===== src/rtl/lkvc_pkg.sv =====
// ----------------------------------------------------------------------------
// lkvc_pkg
// shared types and constants for the lru key-value cache
// ----------------------------------------------------------------------------
package lkvc_pkg;

  localparam int KEY_W       = 32;
  localparam int DATA_W      = 32;
  localparam int CAP_W       = 5;
  localparam int ENTRIES_DEF = 16;

  localparam logic [CAP_W-1:0]  CAP_RESET = 5'd16;
  localparam logic [DATA_W-1:0] DATA_MISS = {DATA_W{1'b1}};
  localparam logic [DATA_W-1:0] DATA_NONE = '0;

  typedef enum logic {
    CMD_GET = 1'b0,
    CMD_SET = 1'b1
  } cmd_t;

  typedef struct packed {
    cmd_t                     command;
    logic signed [KEY_W-1:0]  key;
    logic signed [DATA_W-1:0] value;
  } in_beat_t;

  typedef struct packed {
    logic                     hit;
    logic signed [DATA_W-1:0] data;
  } out_beat_t;

endpackage


===== src/rtl/lru_key_value_cache_top.sv =====
// ----------------------------------------------------------------------------
// lru_key_value_cache_top
// fully associative key-value cache with least-recently-used replacement
// the input beat is registered in in_r and its result is registered in out_r
// throughput: one beat per cycle unless out_ready stalls; all entries are
// compared in parallel; ranks, store and occupancy update in the same cycle
// reset: store empty, occupancy zero, capacity 16; key and value storage is
// not cleared and no clearing pass is run
// ----------------------------------------------------------------------------
module lru_key_value_cache_top #(
  parameter int ENTRIES = lkvc_pkg::ENTRIES_DEF
) (
  input  logic                           clk,
  input  logic                           rst_n,
  input  logic                           in_valid,
  output logic                           in_ready,
  input  lkvc_pkg::in_beat_t             in_beat,
  output logic                           out_valid,
  input  logic                           out_ready,
  output lkvc_pkg::out_beat_t            out_beat,
  input  logic                           cfg_valid,
  output logic                           cfg_ready,
  input  logic [lkvc_pkg::CAP_W-1:0]     cfg_capacity
);
  import lkvc_pkg::*;

  localparam int RK_W  = (ENTRIES > 1) ? $clog2(ENTRIES) : 1;
  localparam int CNT_W = $clog2(ENTRIES + 1);
  localparam int CMP_W = (CNT_W > CAP_W) ? CNT_W : CAP_W;

  logic [CAP_W-1:0]  capacity_r;
  in_beat_t          in_r;
  logic              in_valid_r;
  out_beat_t         out_r, out_nxt;
  logic              out_valid_r;
  logic              advance;

  logic [KEY_W-1:0]  key_r   [ENTRIES];
  logic [KEY_W-1:0]  key_nxt [ENTRIES];
  logic [DATA_W-1:0] val_r   [ENTRIES];
  logic [DATA_W-1:0] val_nxt [ENTRIES];
  logic [RK_W-1:0]   rank_r  [ENTRIES];
  logic [RK_W-1:0]   rank_nxt[ENTRIES];
  logic [ENTRIES-1:0] valid_r, valid_nxt;
  logic [CNT_W-1:0]  occ_r, occ_nxt;

  logic [ENTRIES-1:0] match, evict, valid_kept, free_sel;
  logic               any_hit, any_free, found, do_evict;
  logic [DATA_W-1:0]  hit_val;
  logic [RK_W-1:0]    hit_rank;
  logic [CMP_W-1:0]   cap_eff;

  assign advance   = in_valid_r && (!out_valid_r || out_ready);
  assign in_ready  = !in_valid_r || advance;
  assign cfg_ready = 1'b1;
  assign out_valid = out_valid_r;
  assign out_beat  = out_r;

  // effective capacity, clamped to 1..ENTRIES
  always_comb begin
    cap_eff = CMP_W'(capacity_r);
    if (cap_eff == '0) begin
      cap_eff = CMP_W'(1);
    end else if (cap_eff > CMP_W'(ENTRIES)) begin
      cap_eff = CMP_W'(ENTRIES);
    end
  end

  // parallel lookup
  always_comb begin
    hit_val  = '0;
    hit_rank = '0;
    for (int i = 0; i < ENTRIES; i++) begin
      match[i] = valid_r[i] && (key_r[i] == in_r.key);
      if (match[i]) begin
        hit_val  = hit_val | val_r[i];
        hit_rank = hit_rank | rank_r[i];
      end
    end
    any_hit = |match;
  end

  // victim and free slot for an insertion
  always_comb begin
    do_evict = CMP_W'(occ_r) >= cap_eff;
    for (int i = 0; i < ENTRIES; i++) begin
      evict[i] = do_evict && valid_r[i] && (CNT_W'(rank_r[i]) == occ_r - CNT_W'(1));
    end
    valid_kept = valid_r & ~evict;
    found      = 1'b0;
    free_sel   = '0;
    for (int i = 0; i < ENTRIES; i++) begin
      if (!valid_kept[i] && !found) begin
        free_sel[i] = 1'b1;
        found       = 1'b1;
      end
    end
    any_free = found;
  end

  // next state of the store
  always_comb begin
    valid_nxt = valid_r;
    occ_nxt   = occ_r;
    for (int i = 0; i < ENTRIES; i++) begin
      key_nxt[i]  = key_r[i];
      val_nxt[i]  = val_r[i];
      rank_nxt[i] = rank_r[i];
    end
    if (any_hit) begin
      for (int i = 0; i < ENTRIES; i++) begin
        if (valid_r[i] && rank_r[i] < hit_rank) begin
          rank_nxt[i] = rank_r[i] + RK_W'(1);
        end
        if (match[i]) begin
          rank_nxt[i] = '0;
          if (in_r.command == CMD_SET) begin
            val_nxt[i] = in_r.value;
          end
        end
      end
    end else if (in_r.command == CMD_SET && any_free) begin
      for (int i = 0; i < ENTRIES; i++) begin
        if (valid_kept[i]) begin
          rank_nxt[i] = rank_r[i] + RK_W'(1);
        end
        if (evict[i] || free_sel[i]) begin
          rank_nxt[i] = '0;
        end
        if (free_sel[i]) begin
          key_nxt[i] = in_r.key;
          val_nxt[i] = in_r.value;
        end
      end
      valid_nxt = valid_kept | free_sel;
      occ_nxt   = occ_r - CNT_W'(do_evict) + CNT_W'(1);
    end
  end

  // result
  always_comb begin
    out_nxt.hit = any_hit;
    if (in_r.command == CMD_GET) begin
      out_nxt.data = any_hit ? hit_val : DATA_MISS;
    end else begin
      out_nxt.data = DATA_NONE;
    end
  end

  always_ff @(posedge clk) begin
    if (!rst_n) begin
      capacity_r  <= CAP_RESET;
      in_valid_r  <= 1'b0;
      out_valid_r <= 1'b0;
      valid_r     <= '0;
      occ_r       <= '0;
      for (int i = 0; i < ENTRIES; i++) begin
        rank_r[i] <= '0;
      end
    end else begin
      if (cfg_valid && cfg_ready) begin
        capacity_r <= cfg_capacity;
      end
      if (in_ready) begin
        in_valid_r <= in_valid;
      end
      if (advance) begin
        out_valid_r <= 1'b1;
        valid_r     <= valid_nxt;
        occ_r       <= occ_nxt;
        for (int i = 0; i < ENTRIES; i++) begin
          rank_r[i] <= rank_nxt[i];
        end
      end else if (out_ready) begin
        out_valid_r <= 1'b0;
      end
    end
  end

  // payload registers
  always_ff @(posedge clk) begin
    if (in_valid && in_ready) begin
      in_r <= in_beat;
    end
    if (advance) begin
      out_r <= out_nxt;
      for (int i = 0; i < ENTRIES; i++) begin
        key_r[i] <= key_nxt[i];
        val_r[i] <= val_nxt[i];
      end
    end
  end

endmodule

===== config.mk =====
export PLATFORM = sky130hd
export DESIGN_NAME = lru_key_value_cache_top
export DESIGN_NICKNAME = d
export VERILOG_FILES = /design/src/rtl/lkvc_pkg.sv /design/src/rtl/lru_key_value_cache_top.sv
export SDC_FILE = /design/constraint.sdc
export NUM_CORES = 2
export LEC_CHECK = 0
export CAP_MARGIN = 20
export CORE_MARGIN = 1
export CORE_UTILIZATION = 65
export CTS_CLUSTER_DIAMETER = 120
export DETAILED_ROUTE_END_ITERATION = 10
export DONT_BUFFER_PORTS = 1
export PLACE_DENSITY = 0.86
export SLEW_MARGIN = 20
export SYNTH_ARGS = -nofsm -noshare
export SYNTH_HDL_FRONTEND = slang
export SYNTH_SLANG_ARGS = --single-unit
export TNS_END_PERCENT = 5

===== constraint.sdc =====
create_clock -name clk -period 10.5 [get_ports clk]
set_input_delay 1.575 -clock clk [delete_from_list [all_inputs] [get_ports clk]]
set_output_delay 1.575 -clock clk [all_outputs]
set_load 0.1 [all_outputs]

Word-level counts from Yosys, hierarchy flattened
Memory sizes are Yosys's and may differ from the RTL's. Cells that the tools add are included.

Muxes and demuxes: 223. Reductions and logical operators: 135. Bitwise operators: 50. Order comparisons: 18. $add $sub $neg: 19. Equal/unequal tests: 32.

Operators by type and width (count): 2-to-1 mux 32 bit (81); 2-to-1 mux 512 bit (4); equality test 32 bit (16); OR 32 bit (15); 2-to-1 mux 4 bit (96); 2-to-1 mux 64 bit (2); logical AND 1 bit (82); equality test 4 x 5 -> 1 bit (16); adder 4 x 1 -> 4 bit (second input constant) (16); less-than comparator 4 bit (16); OR 4 bit (15); 2-to-1 mux 1 bit (38); logical NOT 1 bit (31); logical OR 1 bit (18); bitwise AND 16 bit (1); NOT 16 bit (1); OR 1 bit (16); OR 16 bit (1); OR reduction 16 bit (1); 2-to-1 mux 5 bit (2); adder 5 x 1 -> 5 bit (second input constant) (1); >= comparator 5 bit (1); greater-than comparator 5 bit (second input constant) (1); logical NOT 5 bit (1); 5 further kinds (5).

Memories kept: 3. Word-level logic and storage cells: 490. Register bits: 126. Bits in writable memories: 1088. Input bits: 75.

Memories: key_r (words 16, bits a word 32, rd ports 16, clocked after Yosys merged registers in 0, wr ports 16, line lru_key_value_cache_top.sv:38) `logic [KEY_W-1:0] key_r [ENTRIES];`; val_r (words 16, bits a word 32, rd ports 16, clocked after Yosys merged registers in 0, wr ports 16, line lru_key_value_cache_top.sv:40) `logic [DATA_W-1:0] val_r [ENTRIES];`; rank_r (words 16, bits a word 4, rd ports 16, clocked after Yosys merged registers in 0, wr ports 16, line lru_key_value_cache_top.sv:42) `logic [RK_W-1:0] rank_r [ENTRIES];`.

Longest topological paths before layout
Depth after elaboration: 58. Mapped depth: 18. Mapped depth without buffers: 14.

Worst setup path after synthesis
No wires, ideal clock.

Kind: input-to-reg. Start point: in out_ready. End point: mem key_r[15][0], in the netlist key_r[1][224], enable pin. Data required time: 10.032 ns. Cell stages on the path: 8. Slack: 3.350 ns. Data arrival time: 6.682 ns. Path buffers: 3. Cells stage by stage: nor2b_1 > nor2b_1 > and2_1 > clkbuf_1 > nand3_1 > buf_2 > buf_2 > nor3b_1.

RTL lines: from (decl) (line lru_key_value_cache_top.sv:19) `input logic out_ready,`; to (decl) (line lru_key_value_cache_top.sv:38).

==> metrics <==
synth warn 0; final clock skew 0.110 ns; maximum vdd ir drop 183 uV; Max Freq 180 MHz; Sw Ratio 23.3%; Critical-path top delay cell dfxtp_1; Yosys cell types 87; Fin. Hold Viols 0; part of the power in the clock network 40.3%; arrival time at the worst endpoint 5.91 ns; htree depth 3; Worst path max stage delay 0.78 ns; Setup Crit Path Kind flop to flop; RSZ-0062 raised after global routing false; layout cells sized above 1 8.85%; fill count 4,677; clk buf depth 3; Worst EP required 10.85 ns; leading area contributor after synthesis edfxtp_1; clk slew on worst S/H paths 0.06 ns; vias in the first global route 34,600; routed len/inst 33.0 um; total clock sinks 1,214; initial antenna violation count 3; GRT Overall Usage 37.7%; failing checks design-rule violations; Syn Area/Cell 14.9 um2; Post-synth top cells 1,186 x edfxtp_1, 447 x xnor2_1, 190 x nand4_1; Tot Pwr 0.0100 W; clock tree root driver cell clkbuf_16; Worst Tran Pin Value 1.18 ns; GR Overflow Total 0; startpoint types flop; status complete, but fails checks; worst-path cell chain ha_1 -> a21o_1 -> a31oi_1 -> o21ai_0 -> nand2_1 -> or4_1 -> nand2_1 -> or2_1 -> o21ai_4 -> a21oi_4 -> buf_4; # resized after CTS 0; TritonRoute pass-1 iters 11; syn_nets 3,720; Synth Register Bits 1,214; Hold-fix buffers, CTS 0; Gate power share 4.8%; Int Power 0.00768 W; CP delay by family, top simple AND/OR/NAND/NOR gates; P_sw 0.00233 W; Die Y 288 um; Nets 3,738; via count 35,100; Synth-to-Final Area Change 9.04%; number of synthesized flops with an enable pin 1,186; Flop pwr share 54.8%; Final min period 5.56 ns; RD Place Congestion 0.993; Seq/Total Area, Yosys 67.9%; clk_lat worst skew 0.77 ns; Initial Utilization 65.9%; HP Class flop to flop; ys flop type edfxtp_1; post-DP HPWL 87,400 um; area share of the largest cell type after synthesis 66.9%; largest net degree at the start of global routing 61; PwrDens 172 nW/um2; Area contributors post-synth edfxtp_1 67%, xnor2_1 7.3%, nand4_1 2.2%; clock buffer count from CTS 113; Routed Antenna Nets 0; setup tns final 0 ns; critical path's most frequent cell nand2_1; FP Rows 104; Post-CTS Setup Repair Bufs 0; Syn Inst Count 3,569; Die Width 288 um; final WL 157,000 um; Core Area 80,800 um2; DR iter-0 viols 6,323; # IOs 111; Port Buffers 0; Lkg Pwr 18.2 nW; Final Max Slew Viols 0; crit-path max FO 21; Synth Cell Area 53,300 um2; Crit. End Element flop; DIE AREA 83,100 um2; DRC 4; CTS tree done; via/cell ratio 7.41; Max Cap Viol 0; Async SR Flop Fraction 0%; WP buf/inv 1; final setup fails 0; crit share post-route 52.9%; first-pass GRT wire length 227,000 um; most common cell in the netlist edfxtp_1; Max-slew headroom 21.4%
## area by class of cell
cell class / count / area [um2] / share of cell area [%]
sequential: 1214 / 36200 / 62.3
antenna: 2 / 5.00 / 0.00862
clock buffer: 136 / 2910 / 5.02
clock inverter: 75 / 677 / 1.17
multi-input combinational: 2106 / 16000 / 27.5
inverter: 58 / 220 / 0.379
tap: 1060 / 1330 / 2.28
timing repair buffer: 94 / 771 / 1.33
## stage by stage
step,utilization [%],instance area [um2],std cells,setup slack [ns],hold slack (ns)
floorplan,-,53300,3569,3.35,0.461
global placement,67.3,54400,4527,5.16,0.490
detailed placement,67.4,54400,4530,5.16,0.502
CTS,71.8,58000,4741,5.09,0.517
global route,71.9,58100,4744,4.79,0.544
finish,71.9,58100,4745,4.94,0.512
## registers in the layout (all words and copies together) (netlist names)
name and cells:
capacity_r 5, out_beat 33, in_valid_r 1, in_r 65
rank_r 64, val_r 512, valid_r 16, out_valid 1
occ_r 5, key_r 512
## routing by layer
layer	global-route usage [%]	wire length (um)	share of wire, %
met2	57.8	70900	45
met5	0	27	0.017
met1	49.6	53300	34
met3	9.19	22900	15
met4	21.5	9730	6.2
## cells in the final DEF (no fill, tap or decap), drive strengths merged, types with 9 or more instances in the layout
| cell type | synthesis | final |
|---|---|---|
| nand2 | 89 | 89 |
| nand2b | 108 | 108 |
| nand4 | 190 | 190 |
| a22o | 69 | 69 |
| clkinv | 1 | 63 |
| ha | 76 | 76 |
| a222oi | 61 | 61 |
| o2111ai | 25 | 25 |
| nor4 | 60 | 60 |
| and4 | 46 | 46 |
| o21ai | 53 | 53 |
| xnor2 | 447 | 447 |
| xnor3 | 15 | 15 |
| a31oi | 44 | 44 |
| buf | 99 | 94 |
| and2 | 12 | 12 |
| a22oi | 56 | 56 |
| o211ai | 17 | 17 |
| a211oi | 14 | 14 |
| xor2 | 106 | 106 |
| o21a | 9 | 9 |
| nor3 | 69 | 69 |
| a221oi | 71 | 71 |
| a21oi | 30 | 30 |
| dfxtp | 28 | 28 |
| inv | 57 | 62 |
| clkbuf | 92 | 136 |
| edfxtp | 1186 | 1186 |
| nor4b | 19 | 19 |
| nor2 | 123 | 123 |
| nor2b | 11 | 11 |
| or4 | 18 | 18 |
| and3 | 25 | 25 |
| o31ai | 12 | 12 |
| nand3 | 119 | 119 |
## worst paths after layout
| check | start | slack, ns | cells after the start | to |
|---|---|---|---|---|
| setup / recovery | occ_r[2]$_SDFFE_PN0P_ | 4.94 | 11 | val_r[0][5]$_DFFE_PP_ |
| hold / removal | capacity_r[0]$_SDFFE_PN0P_ | 0.51 | 2 | capacity_r[0]$_SDFFE_PN0P_ |
| setup reg to reg | occ_r[2]$_SDFFE_PN0P_ | 4.94 | 11 | val_r[0][5]$_DFFE_PP_ |
| hold reg to reg | capacity_r[0]$_SDFFE_PN0P_ | 0.51 | 2 | capacity_r[0]$_SDFFE_PN0P_ |
## power groups by stage
stage                     registers [W]  logic, W  clock network, W
after CTS                       0.00548  0.000469           0.00402
after floorplan                 0.00557  0.000326                 0
after global routing            0.00549  0.000509           0.00420
after global placement          0.00558  0.000448                 0
after detailed placement        0.00559  0.000462                 0
final                           0.00549  0.000483           0.00404
## kinds of logic (layout without fill, tap and decap cells)
logic type      Yosys count  in the layout  synth area share [%]
xor+xnor                571            571                  9.90
flops                  1214           1214                  67.9
buf+inv                 249            363                  2.51
mux                       8              8                 0.153
compound gates          510            510                  7.47
fa+ha+maj                76             76                  1.79
other cells               1              3               0.00704
simple gates            940            940                  10.3
## worst min-delay path, cell delays in order (launching register included)
cell	delay [ns]
dfxtp_1	0.33
mux2i_1	0.07
nor2_1	0.08
Power figures use the tool's default switching activity.
